$ cat config.mk
export PLATFORM = sky130hd
export DESIGN_NAME = wiper_motor_run_sequencer
export DESIGN_NICKNAME = d
export VERILOG_FILES = /design/src/hw/rtl/wmrs_pkg.sv /design/src/hw/rtl/wmrs_core.sv /design/src/hw/rtl/wiper_motor_run_sequencer.sv
export SDC_FILE = /design/constraint.sdc
export NUM_CORES = 1
export LEC_CHECK = 0
export BUFFER_PORTS_ARGS = -buffer_cell sky130_fd_sc_hd__clkbuf_2
export CAP_MARGIN = 20
export CORE_UTILIZATION = 40
export CTS_BUF_LIST = sky130_fd_sc_hd__clkbuf_16
export DETAILED_ROUTE_END_ITERATION = 16
export SLEW_MARGIN = 20
export SYNTH_ARGS = -nofsm -noshare
export SYNTH_HDL_FRONTEND = slang
export SYNTH_SLANG_ARGS = --single-unit
$ cat constraint.sdc
create_clock -name clk -period 5.45 [get_ports clk]
set_input_delay 0 -clock clk [delete_from_list [all_inputs] [get_ports clk]]
set_output_delay 0 -clock clk [all_outputs]
set_load 0.05 [all_outputs]
$ cat src/hw/rtl/wmrs_pkg.sv
// Shared types, constants and helpers for the wiper motor run sequencer.
package wmrs_pkg;

    localparam int TICKS_PER_SECOND = 1000;
    localparam int SUB_W = $clog2(TICKS_PER_SECOND + 1);

    localparam logic [7:0] POWER_MAX = 8'd255;
    localparam logic [7:0] COUNT_MAX = 8'd255;

    typedef enum logic [1:0] {
        OP_TICK = 2'd0,
        OP_FULL = 2'd1,
        OP_TIE  = 2'd2
    } op_t;

    typedef enum logic [1:0] {
        CFG_START_POWER = 2'd0,
        CFG_MIN_SECONDS = 2'd1,
        CFG_MAX_SECONDS = 2'd2,
        CFG_RAMP_DELAY  = 2'd3
    } cfg_idx_t;

    localparam logic [1:0] DIR_NONE = 2'd0;
    localparam logic [1:0] DIR_ONE  = 2'd1;
    localparam logic [1:0] DIR_TWO  = 2'd2;

    localparam logic [1:0] LED_OFF   = 2'd0;
    localparam logic [1:0] LED_BLINK = 2'd1;
    localparam logic [1:0] LED_FAULT = 2'd2;

    localparam logic [7:0] RST_START_POWER = 8'd100;
    localparam logic [7:0] RST_MIN_SECONDS = 8'd2;
    localparam logic [7:0] RST_MAX_SECONDS = 8'd10;
    localparam logic [7:0] RST_RAMP_DELAY  = 8'd20;

    typedef struct packed {
        logic       button_pressed;
        logic       end_switch_closed;
        logic [1:0] operation;
    } in_item_t;

    typedef struct packed {
        logic [1:0] kept_direction;
        logic       safe_end;
        logic       run_done;
        logic [1:0] led_mode;
        logic       motor_on;
        logic [1:0] motor_direction;
        logic [7:0] motor_power;
    } out_item_t;

    function automatic logic [1:0] flip_dir(input logic [1:0] d);
        logic [1:0] r;
        begin
            r = DIR_NONE;
            if (d == DIR_ONE)
            begin
                r = DIR_TWO;
            end
            else if (d == DIR_TWO)
            begin
                r = DIR_ONE;
            end
            return r;
        end
    endfunction

endpackage

$ cat src/hw/rtl/wmrs_core.sv
// Run state, configuration registers and per-request update logic.
module wmrs_core (
    input  logic                 clk,
    input  logic                 rst_n,
    input  logic                 cfg_we,
    input  logic [1:0]           cfg_index,
    input  logic [7:0]           cfg_data,
    input  logic                 step,
    input  wmrs_pkg::in_item_t   item,
    output wmrs_pkg::out_item_t  result
);
    import wmrs_pkg::*;

    logic [7:0]       start_power_reg, min_seconds_reg, max_seconds_reg, ramp_delay_reg;
    logic             running_reg, running_next;
    logic             tie_up_reg, tie_up_next;
    logic [1:0]       active_dir_reg, active_dir_next;
    logic [1:0]       stored_dir_reg, stored_dir_next;
    logic [7:0]       power_reg, power_next;
    logic [7:0]       ramp_reg, ramp_next;
    logic [SUB_W-1:0] sub_reg, sub_next;
    logic [7:0]       elapsed_reg, elapsed_next;
    logic             fault_reg, fault_next;
    logic             start, stop, safe, done;
    logic [SUB_W-1:0] sub_inc;

    always_ff @(posedge clk or negedge rst_n)
    begin
        if (!rst_n)
        begin
            start_power_reg <= RST_START_POWER;
            min_seconds_reg <= RST_MIN_SECONDS;
            max_seconds_reg <= RST_MAX_SECONDS;
            ramp_delay_reg  <= RST_RAMP_DELAY;
        end
        else if (cfg_we)
        begin
            case (cfg_idx_t'(cfg_index))
                CFG_START_POWER: start_power_reg <= cfg_data;
                CFG_MIN_SECONDS: min_seconds_reg <= cfg_data;
                CFG_MAX_SECONDS: max_seconds_reg <= cfg_data;
                CFG_RAMP_DELAY:  ramp_delay_reg  <= cfg_data;
                default:         ramp_delay_reg  <= ramp_delay_reg;
            endcase
        end
    end

    always_ff @(posedge clk or negedge rst_n)
    begin
        if (!rst_n)
        begin
            running_reg    <= 1'b0;
            tie_up_reg     <= 1'b0;
            active_dir_reg <= DIR_NONE;
            stored_dir_reg <= DIR_ONE;
            power_reg      <= '0;
            ramp_reg       <= '0;
            sub_reg        <= '0;
            elapsed_reg    <= '0;
            fault_reg      <= 1'b0;
        end
        else if (step)
        begin
            running_reg    <= running_next;
            tie_up_reg     <= tie_up_next;
            active_dir_reg <= active_dir_next;
            stored_dir_reg <= stored_dir_next;
            power_reg      <= power_next;
            ramp_reg       <= ramp_next;
            sub_reg        <= sub_next;
            elapsed_reg    <= elapsed_next;
            fault_reg      <= fault_next;
        end
    end

    assign start   = !running_reg && (item.operation inside {OP_FULL, OP_TIE});
    assign sub_inc = sub_reg + SUB_W'(1);

    always_comb
    begin
        running_next    = running_reg;
        tie_up_next     = tie_up_reg;
        active_dir_next = active_dir_reg;
        stored_dir_next = stored_dir_reg;
        power_next      = power_reg;
        ramp_next       = ramp_reg;
        sub_next        = sub_reg;
        elapsed_next    = elapsed_reg;
        fault_next      = fault_reg;
        stop            = 1'b0;
        safe            = 1'b0;
        done            = 1'b0;

        if (start)
        begin
            running_next    = 1'b1;
            tie_up_next     = (item.operation == OP_TIE);
            active_dir_next = (item.operation == OP_TIE) ? flip_dir(stored_dir_reg)
                                                         : stored_dir_reg;
            power_next      = start_power_reg;
            ramp_next       = '0;
            sub_next        = '0;
            elapsed_next    = '0;
            fault_next      = 1'b0;
        end
        else if (running_reg)
        begin
            sub_next = sub_inc;
            if (sub_inc >= SUB_W'(TICKS_PER_SECOND))
            begin
                sub_next = '0;
                if (elapsed_reg != COUNT_MAX)
                begin
                    elapsed_next = elapsed_reg + 8'd1;
                end
            end
            if (ramp_reg != COUNT_MAX)
            begin
                ramp_next = ramp_reg + 8'd1;
            end
        end

        if (start || running_reg)
        begin
            safe = (elapsed_next >= min_seconds_reg) && item.end_switch_closed;
            stop = (elapsed_next >= max_seconds_reg) || safe || item.button_pressed;
            if ((power_next != POWER_MAX) && (ramp_next >= ramp_delay_reg))
            begin
                ramp_next  = '0;
                power_next = power_next + 8'd1;
            end
            if (stop)
            begin
                done         = 1'b1;
                running_next = 1'b0;
                if (safe)
                begin
                    if (!tie_up_next)
                    begin
                        stored_dir_next = flip_dir(active_dir_next);
                    end
                end
                else
                begin
                    fault_next = 1'b1;
                end
                power_next      = '0;
                active_dir_next = DIR_NONE;
            end
        end
    end

    always_comb
    begin
        result.motor_power     = running_next ? power_next : 8'd0;
        result.motor_direction = running_next ? active_dir_next : DIR_NONE;
        result.motor_on        = running_next;
        result.led_mode        = running_next ? LED_BLINK : (fault_next ? LED_FAULT : LED_OFF);
        result.run_done        = done;
        result.safe_end        = done && safe;
        result.kept_direction  = stored_dir_next;
    end

endmodule

$ cat src/hw/rtl/wiper_motor_run_sequencer.sv
// Top level: input register, run sequencer core and output register.
//
//  channel | dir | handshake           | payload
//  s_*     | in  | s_tvalid / s_tready | s_tdata[7:0]  request (tick or start)
//  m_*     | out | m_tvalid / m_tready | m_tdata[23:0] result, fields in [16:0]
//  cfg_*   | in  | cfg_we              | cfg_index[1:0], cfg_data[7:0]
//
// One request per clock unless m_tready stalls; results leave via the output register.
// The core state advances in the cycle a request moves from input to output register.
// rst_n clears both stages; config registers return to their defaults.
// A stalled m_tready holds the output; the input register still fills once.
module wiper_motor_run_sequencer (
    input  logic        clk,
    input  logic        rst_n,
    input  logic        s_tvalid,
    output logic        s_tready,
    input  logic [7:0]  s_tdata,   // operation[1:0], end_switch_closed[2], button_pressed[3]
    output logic        m_tvalid,
    input  logic        m_tready,
    output logic [23:0] m_tdata,   // motor_power[7:0], motor_direction[9:8], motor_on[10],
                                   // led_mode[12:11], run_done[13], safe_end[14],
                                   // kept_direction[16:15]
    input  logic        cfg_we,
    input  logic [1:0]  cfg_index,
    input  logic [7:0]  cfg_data
);
    import wmrs_pkg::*;

    logic      in_valid_reg;
    in_item_t  in_item_reg;
    logic      out_valid_reg;
    out_item_t out_item_reg;
    out_item_t core_result;
    logic      advance, fire;

    assign advance  = !out_valid_reg || m_tready;
    assign fire     = in_valid_reg && advance;
    assign s_tready = !in_valid_reg || fire;

    always_ff @(posedge clk or negedge rst_n)
    begin
        if (!rst_n)
        begin
            in_valid_reg  <= 1'b0;
            out_valid_reg <= 1'b0;
        end
        else
        begin
            if (s_tready)
            begin
                in_valid_reg <= s_tvalid;
            end
            if (advance)
            begin
                out_valid_reg <= in_valid_reg;
            end
        end
    end

    always_ff @(posedge clk)
    begin
        if (s_tready && s_tvalid)
        begin
            in_item_reg <= in_item_t'(s_tdata[3:0]);
        end
        if (fire)
        begin
            out_item_reg <= core_result;
        end
    end

    wmrs_core u_core (
        .clk       (clk),
        .rst_n     (rst_n),
        .cfg_we    (cfg_we),
        .cfg_index (cfg_index),
        .cfg_data  (cfg_data),
        .step      (fire),
        .item      (in_item_reg),
        .result    (core_result)
    );

    assign m_tvalid = out_valid_reg;
    assign m_tdata  = {7'd0, out_item_reg};

endmodule

---- After elaboration in Yosys (flattened, before gate mapping) ----
Cells that the tools add are included.
W data, S select, Z words.
storage, ports and cells
  register bits after elaboration ......... 96
  bits in latches ......................... 0
  bits in writable memories ............... 0
  bits in read-only memories .............. 0
  input bits .............................. 23
  logic and storage cells ................. 107
  memories ................................ 0
cells by class
  $add $sub $neg .......................... 4
  $mul .................................... 0
  div/mod/pow operators ................... 0
  $lt $le $gt $ge ......................... 4
  eq/ne operators ......................... 12
  shifts and indexed selects .............. 0
  mux-type cells .......................... 40
  bitwise logic cells ..................... 0
  reduce and logical (&&, ||, !) cells .... 22
operators by type and width
  operator                 count
  $mux W8                  13
  $mux W10                 3
  $add A8 B1 Y8 const B    3
  $ge A8 B8 Y1             3
  $ne A8 B8 Y1 const B     3
  $mux W2                  11
  $mux W1                  13
  $add A10 B1 Y10 const B  1
  $eq A2 B2 Y1 const B     5
  $ge A10 B10 Y1 const B   1
  $reduce_and A2 Y1        5
  $eq A2 B1 Y1 const B     4
  $logic_and A1 B1 Y1      6
  $logic_or A1 B1 Y1       5
  $reduce_bool A2 Y1       2
  $logic_not A1 Y1         3
  $logic_not A2 Y1         1

---- Logic depth before layout (Yosys ltp) ----
  word-level depth ........................ 12
  depth in mapped cells ................... 16
  gate-level depth less buffers ........... 14

---- Hierarchy ----
Synthesis repeated with hierarchy kept, for this count alone.
second synthesis, totals
  cells, all modules ...................... 538
  area total of the unflattened synthesis .. 5,514.0 um^2
modules (own cells, without submodules)
  module                     instances  cells each  area an instance (um^2)  seq. area each (um^2)
  wmrs_core                  1          501         4,723.3                  1,838.0
  wiper_motor_run_sequencer  1          37          790.8                    680.7

---- Least setup slack after synthesis ----
No wires, ideal clock.
  path kind ............................... flip-flop to flip-flop
  from .................................... reg u_core.sub_reg[0]
  to ...................................... reg out_item_reg (netlist bit m_tdata[15]), data pin
  setup time .............................. 260 ps
  arrival time ............................ 3,483 ps
  setup slack ............................. 1,707 ps
  cell stages (with the launch flop) ...... 16
  cells stage by stage .................... dfrtp_1 > ha_1 > buf_6 > and4_1 > nand4b_1 > a32oi_4 > nand3_2 > xnor2_1 > nand2_1 > ha_1 > nand2b_1 > a21o_1 > a211oi_1 > o31a_1 > nor3_1 > mux2_2
RTL lines
  what                    line                             source
  from (decl)             wmrs_core.sv:21                  logic [SUB_W-1:0] sub_reg, sub_next;
  from (signal assigned)  wmrs_core.sv:70                  sub_reg <= sub_next;
  to (signal assigned)    wiper_motor_run_sequencer.sv:68  out_item_reg <= core_result;
  to (decl)               wiper_motor_run_sequencer.sv:32  out_item_t out_item_reg;

---- Worst setup path after layout ----
  from .................................... reg u_core.sub_reg[1]
  to ...................................... reg out_item_reg (netlist bit m_tdata[4]), data pin
on the way
  cells in the longest elaborated chain, start to end .. 11
ends and longest elaborated chain
  what                                 line              source
  $add A10 B1 Y10 (*)                  wmrs_core.sv:77   assign sub_inc = sub_reg + SUB_W'(1);
  $ge A10 B10 Y1 (*)                   wmrs_core.sv:109  if (sub_inc >= SUB_W'(TICKS_PER_SECOND))
  $mux W8 (*)                          wmrs_core.sv:109
  $mux W8 (*)                          wmrs_core.sv:106  else if (running_reg)
  $mux W8 (*)                          wmrs_core.sv:94   if (start)
  $ge A8 B8 Y1                         wmrs_core.sv:125  safe = (elapsed_next >= min_seconds_reg) && item.end_switch_closed;
  $logic_and A1 B1 Y1                  wmrs_core.sv:125
  $logic_or A1 B1 Y1 (*) (2 in a row)  wmrs_core.sv:126  stop = (elapsed_next >= max_seconds_reg) || safe || item.button_pressed;
  $mux W8 or $mux W1 (tied branches)   wmrs_core.sv:132  if (stop)
  $mux W8 or $mux W1 (tied branches)   wmrs_core.sv:123  if (start || running_reg)
Every way passes the cells marked *; elsewhere a longest branch is shown, timed or not.
A chain may end at the register's enable or synchronous reset.

==> reports/results.ini <==
[routing]
postRouteAntennaNets = 0
vias = 4633
drtIter0Drc = 351
finalWirelength_um = 13390
wl_per_cell_um = 16.19
drc = 0
viasPerCell = 5.602
dr.pass1.iters = 5

[clock_network]
cts_tree = yes
cts.path.max_buffers = 2
insertion_delay_ns = 0.36
cts.sinks = 96
clkTransAtPathRegs_ns = 0.07
cts_inserted_buffers = 9
postCtsSetupRepairBufs = 0
clockRootBuffer = clkbuf_16
htree_levels = 3

[timing]
hold_violations = 0
slew_headroom_pct = 34.59
setup_tns_ns = 0
setup_viol = 0
skew_ns = 0.009558
min_period_over_period_pct = 86.36
worst_pin_slew_ns = 0.9811
period_needed_ns = 4.707
rsz0062_at_grt = no
worst_slack_ns = 0.7433
slew_viol_final = 0
clock.fmax_mhz = 212.5

[worst_setup_path]
crit_required_ns = 5.64
rr_endpoint = m_tdata[4]
cpPeakStageDelay_ns = 0.51
reg2regPathDepth = 14
cp-end-kind = flip-flop
startpoint = u_core.sub_reg[1]
path_class = flip-flop to flip-flop
critPathArrivalTime_ns = 4.90
cp-start-kind = flip-flop
cp_slowest_cell = nand3_1
crit_fanout = 13
critPathCapture = m_tdata[4]
cp_cell_sequence = ha_1 -> and4_1 -> nand4b_1 -> a32oi_4 -> nand3_2 -> xnor2_1 -> nand2_1 -> ha_1 -> nand2b_1 -> a21o_1 -> a211o_1 -> a21oi_1 -> nand3_1 -> nor3b_1
r2r_slack_ns = 0.74
reg2reg_from = u_core.sub_reg[1]
cp_common_cell = ha_1

[global_routing]
grt_pass1_wl_um = 22410
grtUsageMet2_pct = 30.02
grt_pass1_vias = 4502
grtUsageMet1_pct = 26.86
antenna_found_initial = 0
grt_max_degree = 76
grt-ovfl-total = 0
grt_usage_pct = 19.48
use_met3_pct = 2.974
grt_busiest_layer = met2

[cells_and_area]
final_nets = 695
nFillCells = 1303
largest_register_ffs = 17
n_antenna_cell = 0
final_cell_mix = 66 x dfrtp_1, 63 x nand2_1, 47 x nor2_1, 39 x mux2_2, 37 x nand3_1
final_common_cell = dfrtp_1
drive_gt1_share_pct = 18.86
syn_to_final_growth_pct = 12.42
fin_area_mm2 = 0.006559

[die]
io_pins = 49
fp-row-count = 43
dieHeight_um = 122.8
fp.dieArea_mm2 = 0.01507
die_w_um = 122.8
core_area_mm2 = 0.01404
start_util_pct = 41.55

[yosys]
synth-edff-count = 21
synth_top_cell_by_area = dfrtp_1
synth_top_family_by_area = simple AND/OR/NAND/NOR gates
synth_flop_cell = dfrtp_1
yosys_warnings = 0
ys_ff_latch = 96
synth.avg_cell_area_um2 = 9.724
ys_top_cells_by_area = dfrtp_1 28%, edfxtp_1 11%, mux2_2 7.5%
async_reset_ff_share_pct = 78.13
synth-compound-area-share_pct = 13.17
syn_area_mm2 = 0.005834
ys_seq_area_share_pct = 43.17
synth.distinct_cells = 73
synthAdderAreaFrac_pct = 6.434
synth_mux_area_share_pct = 9.672
synth-xor-area-share_pct = 2.252
yosysTopAreaCellShare_pct = 28.31
synth_cells = 600
synth_simple_gate_area_share_pct = 19.39

[power_and_ir_drop]
power_density_mw_per_mm2 = 344.8
vdd_drop_max_mv = 0.1577
leakagePower_nw = 2.838

[placement]
placed_area_mm2 = 0.006121
place_ws_ns = 0.7457
hpwl_um = 9539
port_buffers = 37
gp_congestion = 0.8783

[run]
drv_cap = 0

[min_path]
hold-path-cell-count = 3
min_path_type = input pin to flip-flop

[status]
outcome = complete, no violations

[power by group]
| part | internal (mW) | total [mW] | switching, mW |
|---|---|---|---|
| clock network | 0.315 | 0.614 | 0.299 |
| logic | 0.255 | 0.662 | 0.407 |
| registers | 0.873 | 0.985 | 0.112 |
| total | 1.44 | 2.26 | 0.818 |
[stage by stage]
step | instances | hold WS [ns] | utilization (%) | total power, mW
floorplan | 606 | -0.2956 | - | 1.470
global placement | 794 | 0.1770 | 43.47 | 1.612
detailed placement | 795 | 0.1812 | 43.59 | 1.647
CTS | 827 | 0.1317 | 46.71 | 2.278
global route | 827 | 0.1508 | 46.71 | 2.395
finish | 827 | 0.1386 | 46.71 | 2.261
[synth_stat cells, drive strengths merged, types with 7 or more instances]
cell type  count
mux2          40
nor3          11
nand2b         9
mux2i         11
nor2          47
dfstp          9
inv           35
dfrtp         66
edfxtp        21
ha            30
o31ai          7
clkbuf        17
o21ai         25
nand4         10
a21oi         32
nand3         38
nand2         64
buf           18
xnor2         10
[worst max-delay path, delay by kind of cell, from the launching register on]
kind / cells / cell delay [ns]
adders and majority gates: 2 / 0.68
DFF: 1 / 0.47
AOI/OAI and AO/OA: 4 / 1.38
xor gates and xnor gates: 1 / 0.20
and+or+nand+nor: 7 / 1.81
[metal layers]
metal | up-vias | part of all wire [%]
li1 | 2228 | -
met1 | 2247 | 47
met4 | 0 | 2.2
met2 | 138 | 47
met5 | - | 0
met3 | 20 | 4.2
[worst min path at each step]
stage,from,end
6_report,cfg_index[1],u_core.start_power_reg[1]
4_1_cts,cfg_index[1],u_core.start_power_reg[3]
3_5_place_dp,s_tdata[2],in_item_reg[2]
2_1_floorplan,rst_n,in_valid_reg
5_1_grt,cfg_index[1],u_core.start_power_reg[3]
3_3_place_gp,s_tdata[2],in_item_reg[2]
[what timing repair did]
item                      4_1_cts  5_1_grt
resized for setup               0        0
hold buffers                   16        0
hold endpoints to repair      102        0
[cell families (layout without fill, tap and decap cells)]
group,Yosys count,in the layout
other,1,7
buffers and inverters,70,111
XOR/XNOR,15,15
multiplexers,51,51
AND/OR/NAND/NOR,223,223
flip-flops,96,96
adder cells (fa/ha/maj),30,30
AO/OA/AOI/OAI,114,114
[layout make-up]
class / count / area [um^2] / share of cell area [%]
timing repair buffer: 60 / 404.1 / 6.162
sequential: 96 / 2519 / 38.40
tap: 180 / 225.2 / 3.434
inverter: 35 / 131.4 / 2.003
clock inverter: 7 / 52.55 / 0.8012
clock buffer: 9 / 225.2 / 3.434
multi-input combinational: 440 / 3002 / 45.76
No activity file was read; power rests on OpenSTA's default activity.
